`src/hw/rtl/pva_pkg.sv`:
```
// ----------------------------------------------------------------------------
// Priority voice allocator - package
// Field widths, command codes and shared types of the allocator.
// ----------------------------------------------------------------------------
package pva_pkg;

   localparam int PRI_W   = 8;
   localparam int TRACK_W = 4;

   // Command codes of the input word
   localparam logic CMD_REQUEST = 1'b0;
   localparam logic CMD_RELEASE = 1'b1;

   // Sequencer states, one-hot
   typedef enum logic [2:0] {
      ST_IDLE   = 3'b001,
      ST_SCAN   = 3'b010,
      ST_COMMIT = 3'b100
   } state_type;

   // Outcome flags of a scan, handed from the selector to the sequencer
   typedef struct packed {
      logic idle_found;
      logic steal_found;
   } pick_type;

endpackage

```
`src/hw/rtl/pva_mem.sv`:
```
// ----------------------------------------------------------------------------
// Priority voice allocator - track memory
// One write port, one read port, registered read data.
// ----------------------------------------------------------------------------
module pva_mem #(
   parameter int DEPTH = 16,
   parameter int WIDTH = 40
) (
   input  logic                     clock,
   input  logic                     wr_en,
   input  logic [$clog2(DEPTH)-1:0] wr_addr,
   input  logic [WIDTH-1:0]         wr_data,
   input  logic                     rd_en,
   input  logic [$clog2(DEPTH)-1:0] rd_addr,
   output logic [WIDTH-1:0]         rd_data
);

   logic [WIDTH-1:0] mem_ff [DEPTH];
   logic [WIDTH-1:0] rd_data_ff;

   // Write the entry
   always_ff @(posedge clock) begin
      if (wr_en) begin
         mem_ff[wr_addr] <= wr_data;
      end
   end

   // Register the read word
   always_ff @(posedge clock) begin
      if (rd_en) begin
         rd_data_ff <= mem_ff[rd_addr];
      end
   end

   assign rd_data = rd_data_ff;

endmodule

```
`src/hw/rtl/pva_select.sv`:
```
// ----------------------------------------------------------------------------
// Priority voice allocator - scan selector
// Folds one track word per cycle, on cycles with beat_valid high, into
// the first idle track and the best steal candidate (lowest priority not
// above the request, then oldest stamp, then lowest index).
// ----------------------------------------------------------------------------
module pva_select import pva_pkg::*; #(
   parameter int IDX_W      = 4,
   parameter int STAMP_BITS = 32
) (
   input  logic                    clock,
   input  logic                    reset,
   input  logic                    clear,
   input  logic signed [PRI_W-1:0] clear_pri,
   input  logic                    beat_valid,
   input  logic [IDX_W-1:0]        beat_idx,
   input  logic                    beat_busy,
   input  logic signed [PRI_W-1:0] beat_pri,
   input  logic [STAMP_BITS-1:0]   beat_stamp,
   output pick_type                pick,
   output logic [IDX_W-1:0]        idle_idx,
   output logic [IDX_W-1:0]        best_idx
);

   logic                    idle_found_ff, idle_found_in;
   logic                    best_found_ff, best_found_in;
   logic [IDX_W-1:0]        idle_idx_ff, idle_idx_in;
   logic [IDX_W-1:0]        best_idx_ff, best_idx_in;
   logic signed [PRI_W-1:0] best_pri_ff, best_pri_in;
   logic [STAMP_BITS-1:0]   best_stamp_ff, best_stamp_in;
   logic                    take_idle;
   logic                    take_best;

   // Compare this word against the running picks
   always_comb begin
      take_idle = beat_valid && !beat_busy && !idle_found_ff;
      take_best = beat_valid && beat_busy &&
                  ((beat_pri < best_pri_ff) ||
                   ((beat_pri == best_pri_ff) &&
                    (!best_found_ff || (beat_stamp < best_stamp_ff))));
   end

   // Advance the running picks, or restart them for a new request
   always_comb begin
      idle_found_in = idle_found_ff;
      idle_idx_in   = idle_idx_ff;
      best_found_in = best_found_ff;
      best_idx_in   = best_idx_ff;
      best_pri_in   = best_pri_ff;
      best_stamp_in = best_stamp_ff;
      if (clear) begin
         idle_found_in = 1'b0;
         best_found_in = 1'b0;
         best_pri_in   = clear_pri;
      end else begin
         if (take_idle) begin
            idle_found_in = 1'b1;
            idle_idx_in   = beat_idx;
         end
         if (take_best) begin
            best_found_in = 1'b1;
            best_idx_in   = beat_idx;
            best_pri_in   = beat_pri;
            best_stamp_in = beat_stamp;
         end
      end
   end

   always_ff @(posedge clock) begin
      if (reset) begin
         idle_found_ff <= 1'b0;
         best_found_ff <= 1'b0;
      end else begin
         idle_found_ff <= idle_found_in;
         best_found_ff <= best_found_in;
      end
   end

   always_ff @(posedge clock) begin
      idle_idx_ff   <= idle_idx_in;
      best_idx_ff   <= best_idx_in;
      best_pri_ff   <= best_pri_in;
      best_stamp_ff <= best_stamp_in;
   end

   assign pick.idle_found  = idle_found_ff;
   assign pick.steal_found = best_found_ff;
   assign idle_idx         = idle_idx_ff;
   assign best_idx         = best_idx_ff;

endmodule

```
`src/hw/rtl/priority_voice_allocator_unit.sv`:
```
// ----------------------------------------------------------------------------
// Priority voice allocator - top level
// Hands out playback tracks by priority, stealing the weakest busy track
// when none is idle and its priority is not above the request's.
//
//   channel   ports                                   handshake
//   request   req_command, req_priority_req,          start & !busy
//             req_release_track
//   result    rsp_granted, rsp_track, rsp_stolen      rsp_valid strobe
//
// A release keeps busy low, and its result strobes in the next cycle. A
// request keeps busy high through the scan (one memory read per track
// through the single read port, then a drain of the last word) and the
// commit, and its result strobes in the cycle after the commit.
// Reset clears the busy flags, the start counter and the sequencer.
// Results are not held off; each word shows for one cycle only.
// ----------------------------------------------------------------------------
module priority_voice_allocator_unit import pva_pkg::*; #(
   parameter int TRACKS     = 16,
   parameter int STAMP_BITS = 32
) (
   input  logic                      clock,
   input  logic                      reset,
   input  logic                      start,
   output logic                      busy,
   input  logic                      req_command,
   input  logic signed [PRI_W-1:0]   req_priority_req,
   input  logic [TRACK_W-1:0]        req_release_track,
   output logic                      rsp_valid,
   output logic                      rsp_granted,
   output logic [TRACK_W-1:0]        rsp_track,
   output logic                      rsp_stolen
);

   localparam int IDX_W = $clog2(TRACKS);
   localparam int MEM_W = PRI_W + STAMP_BITS;
   localparam logic [IDX_W-1:0] LAST_IDX = IDX_W'(TRACKS - 1);

   state_type               state_ff, state_in;
   logic [TRACKS-1:0]       busy_ff, busy_in;
   logic [STAMP_BITS-1:0]   counter_ff, counter_in;
   logic signed [PRI_W-1:0] pri_ff, pri_in;
   logic                    issue_on_ff, issue_on_in;
   logic [IDX_W-1:0]        issue_idx_ff, issue_idx_in;
   logic                    rd_vld_ff, rd_vld_in;
   logic [IDX_W-1:0]        rd_idx_ff, rd_idx_in;
   logic                    rsp_valid_ff, rsp_valid_in;
   logic                    rsp_granted_ff, rsp_granted_in;
   logic [TRACK_W-1:0]      rsp_track_ff, rsp_track_in;
   logic                    rsp_stolen_ff, rsp_stolen_in;

   logic                    accept;
   logic                    req_accept;
   logic                    wr_en;
   logic [IDX_W-1:0]        chosen_idx;
   logic                    grant;
   logic [MEM_W-1:0]        rd_data;
   pick_type                pick;
   logic [IDX_W-1:0]        idle_idx;
   logic [IDX_W-1:0]        best_idx;

   assign accept     = start && !busy;
   assign req_accept = accept && (req_command == CMD_REQUEST);
   assign busy       = (state_ff != ST_IDLE);

   // Pick the track: an idle one first, otherwise the steal candidate
   assign grant      = pick.idle_found || pick.steal_found;
   assign chosen_idx = pick.idle_found ? idle_idx : best_idx;
   assign wr_en      = (state_ff == ST_COMMIT) && grant;

   // Track memory: priority over start stamp. Reads happen only in the
   // scan and writes only in commit, so the ports never touch one entry
   // in the same cycle.
   pva_mem #(
      .DEPTH (TRACKS),
      .WIDTH (MEM_W)
   ) u_mem (
      .clock   (clock),
      .wr_en   (wr_en),
      .wr_addr (chosen_idx),
      .wr_data ({pri_ff, counter_ff}),
      .rd_en   (issue_on_ff),
      .rd_addr (issue_idx_ff),
      .rd_data (rd_data)
   );

   pva_select #(
      .IDX_W      (IDX_W),
      .STAMP_BITS (STAMP_BITS)
   ) u_select (
      .clock      (clock),
      .reset      (reset),
      .clear      (req_accept),
      .clear_pri  (req_priority_req),
      .beat_valid (rd_vld_ff),
      .beat_idx   (rd_idx_ff),
      .beat_busy  (busy_ff[rd_idx_ff]),
      .beat_pri   ($signed(rd_data[MEM_W-1 -: PRI_W])),
      .beat_stamp (rd_data[STAMP_BITS-1:0]),
      .pick       (pick),
      .idle_idx   (idle_idx),
      .best_idx   (best_idx)
   );

   // Sequence accepts, the scan and the commit
   always_comb begin
      state_in       = state_ff;
      busy_in        = busy_ff;
      counter_in     = counter_ff;
      pri_in         = pri_ff;
      issue_on_in    = issue_on_ff;
      issue_idx_in   = issue_idx_ff;
      rd_vld_in      = issue_on_ff;
      rd_idx_in      = issue_idx_ff;
      rsp_valid_in   = 1'b0;
      rsp_granted_in = 1'b0;
      rsp_track_in   = '0;
      rsp_stolen_in  = 1'b0;

      unique case (state_ff)
         ST_IDLE: begin
            if (accept) begin
               if (req_command == CMD_RELEASE) begin
                  // Drop the busy flag of an existing track, answer with zeros
                  if (32'(req_release_track) < TRACKS) begin
                     busy_in[IDX_W'(req_release_track)] = 1'b0;
                  end
                  rsp_valid_in = 1'b1;
               end else begin
                  pri_in       = req_priority_req;
                  issue_on_in  = 1'b1;
                  issue_idx_in = '0;
                  state_in     = ST_SCAN;
               end
            end
         end
         ST_SCAN: begin
            // Issue one read per track; leave once the last word is folded
            if (issue_on_ff) begin
               if (issue_idx_ff == LAST_IDX) begin
                  issue_on_in = 1'b0;
               end else begin
                  issue_idx_in = issue_idx_ff + 1'b1;
               end
            end
            if (rd_vld_ff && (rd_idx_ff == LAST_IDX)) begin
               state_in = ST_COMMIT;
            end
         end
         ST_COMMIT: begin
            // Mark a granted track busy, stamp it, and answer in either case
            if (grant) begin
               busy_in[chosen_idx] = 1'b1;
               if (counter_ff != '1) begin
                  counter_in = counter_ff + 1'b1;
               end
               rsp_track_in = TRACK_W'(chosen_idx);
            end
            rsp_valid_in   = 1'b1;
            rsp_granted_in = grant;
            rsp_stolen_in  = !pick.idle_found && pick.steal_found;
            state_in       = ST_IDLE;
         end
         default: begin
            state_in = ST_IDLE;
         end
      endcase
   end

   always_ff @(posedge clock) begin
      if (reset) begin
         state_ff     <= ST_IDLE;
         busy_ff      <= '0;
         counter_ff   <= '0;
         issue_on_ff  <= 1'b0;
         rd_vld_ff    <= 1'b0;
         rsp_valid_ff <= 1'b0;
      end else begin
         state_ff     <= state_in;
         busy_ff      <= busy_in;
         counter_ff   <= counter_in;
         issue_on_ff  <= issue_on_in;
         rd_vld_ff    <= rd_vld_in;
         rsp_valid_ff <= rsp_valid_in;
      end
   end

   always_ff @(posedge clock) begin
      pri_ff         <= pri_in;
      issue_idx_ff   <= issue_idx_in;
      rd_idx_ff      <= rd_idx_in;
      rsp_granted_ff <= rsp_granted_in;
      rsp_track_ff   <= rsp_track_in;
      rsp_stolen_ff  <= rsp_stolen_in;
   end

   assign rsp_valid   = rsp_valid_ff;
   assign rsp_granted = rsp_granted_ff;
   assign rsp_track   = rsp_track_ff;
   assign rsp_stolen  = rsp_stolen_ff;

endmodule

```
`config.mk`:
```
export PLATFORM = sky130hd
export DESIGN_NAME = priority_voice_allocator_unit
export DESIGN_NICKNAME = d
export VERILOG_FILES = /design/src/hw/rtl/pva_pkg.sv /design/src/hw/rtl/pva_mem.sv /design/src/hw/rtl/pva_select.sv /design/src/hw/rtl/priority_voice_allocator_unit.sv
export SDC_FILE = /design/constraint.sdc
export NUM_CORES = 1
export LEC_CHECK = 0
export BUFFER_PORTS_ARGS = -buffer_cell sky130_fd_sc_hd__clkbuf_2
export CAP_MARGIN = 20
export CORE_ASPECT_RATIO = 0.7
export CORE_MARGIN = 2
export CORE_UTILIZATION = 41
export CTS_BUF_LIST = sky130_fd_sc_hd__clkbuf_2
export DETAILED_ROUTE_END_ITERATION = 16
export PLACE_DENSITY = 0.67
export SYNTH_ARGS = -nofsm -noshare
export SYNTH_HDL_FRONTEND = slang
export SYNTH_SLANG_ARGS = --single-unit
```
`constraint.sdc`:
```
create_clock -name clock -period 4.03 [get_ports clock]
set_input_delay 0 -clock clock [delete_from_list [all_inputs] [get_ports clock]]
set_output_delay 0 -clock clock [all_outputs]
set_load 0.05 [all_outputs]
```
==> impl_results.rst, run 1 <==
.. list-table::
   :header-rows: 1

   * - Metric
     - Value
   * - Post-detailed-route DRC marker count
     - 0
   * - Most common library cells after synthesis
     - sky130_fd_sc_hd__edfxtp_1, sky130_fd_sc_hd__mux4_2, sky130_fd_sc_hd__nor2_1
   * - Worst Setup Start Kind
     - flip-flop
   * - Worst max-slew margin expressed relative to the limit
     - 29.52%
   * - Placement Rows
     - 84
   * - Leading cell types by total area after synthesis
     - sky130_fd_sc_hd__edfxtp_1, sky130_fd_sc_hd__mux4_2, sky130_fd_sc_hd__dfxtp_1
   * - Count of final max-slew check failures
     - 0
   * - Hold endpoint
     - pri_ff[2]$_DFFE_PP_
   * - Chip Width
     - 333.6 um
   * - CTS Root Buffer Type
     - sky130_fd_sc_hd__clkbuf_2
   * - Clock sink total
     - 806
   * - CTS tree
     - done
   * - P_int
     - 11.24 mW
   * - Cell type with the largest total area after synthesis
     - sky130_fd_sc_hd__edfxtp_1
   * - Clock-pin slew on the worst setup and hold paths
     - 120 ps
   * - Slew at the pin closest to its max-slew limit
     - 1057 ps
   * - Starting utilization of the core area
     - 41.50%
   * - Die height
     - 234.7 um
   * - Final Setup Violations
     - 0
   * - Outcome
     - finished, final reports clean
   * - Worst min-delay path category
     - primary input to flip-flop
   * - Cells after Synth
     - 1,510
   * - Number of port buffers
     - 23
   * - Maximum clock frequency
     - 281.7 MHz
   * - Average wire per cell in the routed design
     - 25.15 um
   * - Worst Hold Launch
     - req_priority_req[2]
   * - Net count after synthesis
     - 1,567
   * - Overall routed net length
     - 71.83 mm
   * - Most instantiated flip-flop cell in the synthesis netlist
     - sky130_fd_sc_hd__edfxtp_1
   * - Synthesis-stage register bit count
     - 806
   * - Global-route wire length before repair
     - 106.8 mm
   * - CP max stage cell
     - sky130_fd_sc_hd__buf_4
   * - Number of hold violations in the final report
     - 0
   * - Fin crit share
     - 88.10%
   * - Data arrival time of the critical path
     - 4690 ps
   * - Die Footprint
     - 0.07832 mm^2
   * - Maximum number of pins on one net before global-route repair
     - 108
   * - Worst r2r src
     - state_ff[0]$_SDFFE_PP1P_
   * - Power density normalized to cell area
     - 421.5 mW/mm^2
   * - CTS Buffer Depth
     - 3
   * - Worst-path fanout max
     - 41
   * - Pre-antenna DRT Iters
     - 5
   * - Violation count after the first detailed-route iteration
     - 1,919
   * - Count of placed standard cells including taps
     - 2,495
   * - Via count of the routed design
     - 16,180
   * - Number of CTS-inserted buffers
     - 177
   * - Via-to-Cell Ratio
     - 5.665
   * - Minimum clock period after layout
     - 3550 ps
   * - Total routing usage reported by global routing
     - 18.50%
   * - Asr flop ratio synth
     - 0%
   * - Capturing element type of the critical path
     - flip-flop
   * - Final RePlAce weighted congestion
     - 0.8276
   * - Share of cells above drive strength 1
     - 31.24%
   * - Total gr overflow
     - 0
   * - Io pins
     - 24
   * - Most instantiated library cell after synthesis
     - sky130_fd_sc_hd__edfxtp_1
   * - Combinational share of power
     - 3.1%
   * - WHS Path Cells
     - 3
   * - Distinct cell type count after synthesis
     - 66
   * - IR drop worst, VDD
     - 0.0002409 V
   * - Unrepaired setup endpoints after global routing
     - false
   * - Vias in the first global route
     - 16,550
   * - Reg-to-reg slack, setup
     - 480 ps
   * - Leak pwr
     - 11.55 nW
   * - Worst-path cell chain
     - nor3b_2 > o21ai_2 > or3_1 > nor2_4 > buf_4 > o21bai_1 > a21oi_1 > dlygate4sd3_1
   * - H-tree depth
     - 4
   * - Netlist Area Pre-Place
     - 0.03118 mm^2
   * - Initial antenna violation count
     - 2
   * - Max-cap viol count
     - 0
   * - Part of the power in the clock network
     - 35.0%
   * - Antenna-violating nets left
     - 0
   * - End of the worst register-to-register path
     - busy_ff[11]$_SDFFE_PP0P_
   * - Clock skew after layout
     - 140.9 ps
   * - Required time reported for the critical path endpoint
     - 5170 ps
   * - Sequential share of the synthesized area
     - 75.50%
   * - Portion of synthesized cell area occupied by the leading cell type
     - 71.26%
   * - Setup TNS
     - 0 ps
   * - Net Switching
     - 3.478 mW
   * - Worst setup path class
     - flip-flop to flip-flop
   * - Sequential fraction of design power
     - 61.9%
   * - Setup bufs post-CTS
     - 0
   * - Core ar.
     - 0.07515 mm^2
   * - Warnings from Yosys
     - 0
   * - Count of cells along the worst register-to-register path
     - 8
   * - Insertion delay of the later-clocked pin in the worst-skew pair
     - 1260 ps
   * - Syn Area/Cell
     - 20.65 um^2
   * - Cts repair resizes
     - 0
   * - Final net count
     - 1,782
   * - Switching fraction of total power
     - 23.63%
   * - Count of flip-flops with a built-in enable after synthesis
     - 740
   * - Signed area change from the synthesized netlist to the final layout
     - 11.99%
   * - CP max stage delay
     - 720 ps
   * - Filler-free cell count of the finished design
     - 2,856
   * - Dpl hpwl
     - 37.76 mm
## power by group through the flow
stage,logic [mW],clock network (mW),registers (mW)
finish,0.452,5.16,9.11
global route,0.485,5.72,9.12
CTS,0.455,5.31,9.11
detailed placement,0.425,0,9.30
global placement,0.421,0,9.30
floorplan,0.300,0,9.28
## worst max-delay path, delay by kind of cell (launching register included)
| kind | cells | cell delay (ps) |
|---|---|---|
| AND/OR/NAND/NOR | 3 | 1290 |
| buffers and inverters | 2 | 1280 |
| AO/OA/AOI/OAI | 3 | 520 |
| flip-flops | 1 | 400 |
## worst max-delay path by stage
| stage | from | endpoint | slack (ps) |
|---|---|---|---|
| 3_5_place_dp | state_ff[0]$_SDFFE_PP1P_ | u_mem.mem_ff[8][11]$_DFFE_PP_ | 990 |
| 2_1_floorplan | u_mem.rd_data[1]$_DFFE_PP_ | u_select.best_idx[0]$_DFFE_PP_ | 230 |
| 4_1_cts | state_ff[0]$_SDFFE_PP1P_ | busy_ff[11]$_SDFFE_PP0P_ | 600 |
| 5_1_grt | state_ff[0]$_SDFFE_PP1P_ | busy_ff[11]$_SDFFE_PP0P_ | 410 |
| 3_3_place_gp | state_ff[0]$_SDFFE_PP1P_ | u_mem.mem_ff[1][22]$_DFFE_PP_ | 1060 |
| 6_report | state_ff[0]$_SDFFE_PP1P_ | busy_ff[11]$_SDFFE_PP0P_ | 480 |
## metal layers
layer  up-vias  global-route usage [%]  wire (um)
met5         -                       0          0
met4         0                   5.389       1314
met3       117                   4.613       7288
met2       849                   25.85      30760
met1      8474                   28.62      32470
li1       6738                       -          -
## state kept, by name, indices dropped and copies added (netlist names), 3 cells and up
signal                  count
busy_ff                    16
u_select.best_pri_ff        8
state_ff                    3
rsp_track                   4
u_select.idle_idx           4
counter_ff                 32
rd_idx_ff                   4
u_select.best_idx           4
u_mem.mem_ff              640
pri_ff                      8
u_mem.rd_data              40
issue_idx_ff                4
u_select.best_stamp_ff     32
## what timing repair did
action | CTS | global route
hold buffers | 40 | 0
endpoints found under the hold margin | 92 | 0
endpoints found under the setup margin | 0 | 0
## cells in the final DEF, fill, tap and decap left out, drive strengths merged, types with 6 or more instances in the layout
master / n
o21ai: 18
nor2: 72
buf: 38
mux2: 8
nand3: 24
xor2: 18
inv: 50
mux2i: 12
nor3: 9
nand4: 20
nand2: 32
or3: 8
clkinv: 43
ha: 41
a211oi: 18
dlygate4sd3: 40
edfxtp: 740
a21oi: 30
and4: 6
dfxtp: 66
clkbuf: 290
mux4: 200
xnor2: 9
and3: 11
## through the flow
step | instance area (um^2) | total power [mW] | setup WS (ps) | hold WS [ps] | util [%]
finish | 34920 | 14.72 | 479.7 | 134.5 | 46.47
global route | 34920 | 15.32 | 412.2 | 23.53 | 46.47
CTS | 34920 | 14.88 | 598.2 | 9.004 | 46.47
detailed placement | 32870 | 9.724 | 992.4 | 237.8 | 43.73
global placement | 32870 | 9.716 | 1063 | 231.5 | 43.73
floorplan | 31180 | 9.580 | 233.8 | 98.87 | -
## layout make-up
type	count	area, um^2
antenna	1	2.502
clock buffer	267	1336
clock inverter	53	317.8
fill	6222	40220
inverter	48	180.2
multi-input combinational	591	7303
sequential	806	23540
tap	989	1237
timing repair buffer	101	1001
## kinds of logic (layout without fill, tap and decap cells)
| group | Yosys count | after routing | synth area share (%) |
|---|---|---|---|
| muxes | 220 | 220 | 15.12 |
| buffers and inverters | 113 | 469 | 1.505 |
| other | 0 | 1 | 0 |
| and+or+nand+nor | 210 | 210 | 3.507 |
| adders and majority gates | 41 | 41 | 1.645 |
| DFF | 806 | 806 | 75.50 |
| AOI/OAI and AO/OA | 93 | 93 | 1.970 |
| xor gates and xnor gates | 27 | 27 | 0.7583 |
(Power assumes the default switching activity.)
==> run 2, diff against run 1 <==
--- a/config.mk
+++ b/config.mk
@@ -13,6 +13,7 @@
 export CTS_BUF_LIST = sky130_fd_sc_hd__clkbuf_2
 export DETAILED_ROUTE_END_ITERATION = 16
 export PLACE_DENSITY = 0.67
+export REMOVE_ABC_BUFFERS = 1
 export SYNTH_ARGS = -nofsm -noshare
 export SYNTH_HDL_FRONTEND = slang
 export SYNTH_SLANG_ARGS = --single-unit
==> run 2 against run 1 <==
  * First-iteration DRC count decreased by 1.4%
  * Non-clock buffer count increased by 7
  * Sequential power about the same
  * Highest routed layer is now met5
==> impl_results.rst, run 2 (synthesis gave the netlist of run 1 again) <==
.. list-table::
   :header-rows: 1

   * - Metric
     - Value
   * - Final RePlAce weighted congestion
     - 0.8071
   * - Via-to-Cell Ratio
     - 5.527
   * - Data arrival time of the critical path
     - 4370 ps
   * - Worst setup path class
     - flip-flop to flip-flop
   * - Clock sink total
     - 806
   * - IR drop worst, VDD
     - 0.0002743 V
   * - Unrepaired setup endpoints after global routing
     - false
   * - WHS Path Cells
     - 3
   * - Most common cell after layout, fill and taps aside
     - sky130_fd_sc_hd__edfxtp_1
   * - Initial antenna violation count
     - 5
   * - Total routing usage reported by global routing
     - 17.95%
   * - Worst max-slew margin expressed relative to the limit
     - 28.36%
   * - Worst min-delay path category
     - primary input to flip-flop
   * - End of the worst register-to-register path
     - busy_ff[8]$_SDFFE_PP0P_
   * - Antenna-violating nets left
     - 0
   * - CTS Buffer Depth
     - 3
   * - Insertion delay of the later-clocked pin in the worst-skew pair
     - 1210 ps
   * - Average wire per cell in the routed design
     - 24.57 um
   * - Worst Setup Slack, final
     - 813.3 ps
   * - Setup bufs post-CTS
     - 0
   * - Filler-free cell count of the finished design
     - 2,860
   * - Maximum clock frequency
     - 310.9 MHz
   * - Worst hold slack after final layout
     - 157.8 ps
   * - Worst-path fanout max
     - 28
   * - Worst r2r src
     - u_select.idle_found_ff$_SDFFE_PP0P_
   * - Total stage count of the critical path
     - 8
   * - Critical path's top delay family
     - buffers and inverters
   * - Number of CTS-inserted buffers
     - 172
   * - Clock skew after layout
     - 98.42 ps
   * - Leak pwr
     - 11.61 nW
   * - Maximum number of pins on one net before global-route repair
     - 78
   * - Signed area change from the synthesized netlist to the final layout
     - 11.93%
   * - Reg-to-reg slack, setup
     - 810 ps
   * - Capturing element type of the critical path
     - flip-flop
   * - CP max stage cell
     - sky130_fd_sc_hd__dfxtp_1
   * - Worst-path cell chain
     - o21ai_2 > inv_2 > o21ai_1 > nor2_4 > buf_4 > nor2_1 > a211oi_1 > dlygate4sd3_1
   * - Final net count
     - 1,784
   * - Chip Width
     - 333.6 um
   * - Final core utilization
     - 46.45%
   * - Final Setup Violations
     - 0
   * - Number of hold violations in the final report
     - 0
   * - Cell area reported after detailed placement
     - 0.03284 mm^2
   * - Die Footprint
     - 0.07832 mm^2
   * - Required time reported for the critical path endpoint
     - 5180 ps
   * - Outcome
     - finished, final reports clean
   * - Buf/Inv on CP
     - 3
   * - Core ar.
     - 0.07515 mm^2
   * - Register bank with the most flops
     - u_mem.mem_ff
   * - Power density normalized to cell area
     - 421.6 mW/mm^2
   * - Cell area after layout
     - 0.03490 mm^2
   * - Worst Hold Launch
     - req_priority_req[4]
   * - Setup TNS
     - 0 ps
   * - Number of flip-flops under the largest register name
     - 640
   * - Fin crit share
     - 79.82%
   * - Via count of the routed design
     - 15,810
   * - Clock-pin slew on the worst setup and hold paths
     - 110 ps
   * - CTS tree
     - done
   * - Share of cells above drive strength 1
     - 32.12%
   * - Die height
     - 234.7 um
   * - Global-route wire length before repair
     - 103.3 mm
   * - Slew at the pin closest to its max-slew limit
     - 1070 ps
   * - Count of placed standard cells including taps
     - 2,502
   * - Highest-count cells in the layout ignoring fill and taps
     - sky130_fd_sc_hd__edfxtp_1, sky130_fd_sc_hd__clkbuf_2, sky130_fd_sc_hd__mux4_2
   * - CP max stage delay
     - 740 ps
   * - Vias in the first global route
     - 15,870
   * - Max-cap viol count
     - 0
   * - Count of cells along the worst register-to-register path
     - 8
   * - Starting utilization of the core area
     - 41.50%
   * - Worst slack, placed
     - 1071 ps
   * - Minimum clock period after layout
     - 3217 ps
   * - Io pins
     - 24
   * - Pre-antenna DRT Iters
     - 5
   * - Total gr overflow
     - 0
   * - Hold endpoint
     - pri_ff[4]$_DFFE_PP_
   * - Ant diodes
     - 0
   * - Placement Rows
     - 84
   * - Post-detailed-route DRC marker count
     - 0
   * - Overall routed net length
     - 70.27 mm
   * - Number of port buffers
     - 23
   * - Violation count after the first detailed-route iteration
     - 1,893
   * - Dpl hpwl
     - 36.95 mm
   * - Worst Setup Start Kind
     - flip-flop
   * - CTS Root Buffer Type
     - sky130_fd_sc_hd__clkbuf_2
   * - Count of final max-slew check failures
     - 0
   * - Total power
     - 14.72 mW
   * - H-tree depth
     - 4
[run 2: cell count changes in the layout (fill, tap and decap cells not counted), moves of 2 or more]
cell	delta
sky130_fd_sc_hd__buf_12	-6
sky130_fd_sc_hd__clkinv_1	-13
sky130_fd_sc_hd__clkinvlp_4	-2
sky130_fd_sc_hd__inv_6	+2
sky130_fd_sc_hd__clkbuf_2	+12
sky130_fd_sc_hd__buf_4	+13
[run 2: per-layer routing]
layer  global-route usage [%]  part of all wire, %  vias to the layer above
met1                    27.02                   45                     8228
met2                    26.21                   44                      707
met4                    4.991                  1.7                        2
met5                        0                0.011                        -
met3                    4.217                  8.5                      110
li1                         -                    -                     6761
[run 2: cell type report]
| type | count | area [um^2] |
|---|---|---|
| Tap cell | 989 | 1237 |
| Clock buffer | 279 | 1396 |
| Fill cell | 6276 | 40240 |
| Multi-Input combinational cell | 591 | 7303 |
| Inverter | 48 | 180.2 |
| Clock inverter | 39 | 264.0 |
| Timing Repair Buffer | 108 | 978.4 |
| Sequential cell | 806 | 23540 |
[run 2: how the worst max path moves through the flow]
stage	startpoint	to	slack, ps
after CTS	u_select.idle_found_ff$_SDFFE_PP0P_	busy_ff[8]$_SDFFE_PP0P_	810
after global routing	u_select.idle_found_ff$_SDFFE_PP0P_	busy_ff[8]$_SDFFE_PP0P_	540
after global placement	u_mem.rd_data[15]$_DFFE_PP_	u_select.best_pri_ff[2]$_DFFE_PP_	1140
after detailed placement	u_mem.rd_data[15]$_DFFE_PP_	u_select.best_pri_ff[4]$_DFFE_PP_	1070
after floorplan	issue_idx_ff[0]$_SDFFCE_PN0P_	u_mem.rd_data[0]$_DFFE_PP_	-3650
final	u_select.idle_found_ff$_SDFFE_PP0P_	busy_ff[8]$_SDFFE_PP0P_	810
[run 2: what timing repair did]
item | in CTS | in global routing
endpoints found under the setup margin | 0 | 0
resized for setup | 0 | 0
hold buffers | 40 | 0
hold endpoints to repair | 92 | 0
[run 2: worst min-delay path: stages]
cell                            delay (ps)
sky130_fd_sc_hd__dlygate4sd3_1         530
sky130_fd_sc_hd__clkbuf_2              100
sky130_fd_sc_hd__dlygate4sd3_1         570
[run 2: power breakdown]
group | total, mW | switching [mW] | leakage (nW) | internal [mW]
Sequential | 9.10 | 0.0439 | 7.34 | 9.06
Combinational | 0.458 | 0.237 | 2.99 | 0.221
Clock | 5.15 | 3.13 | 1.27 | 2.02
Total | 14.7 | 3.41 | 11.6 | 11.3
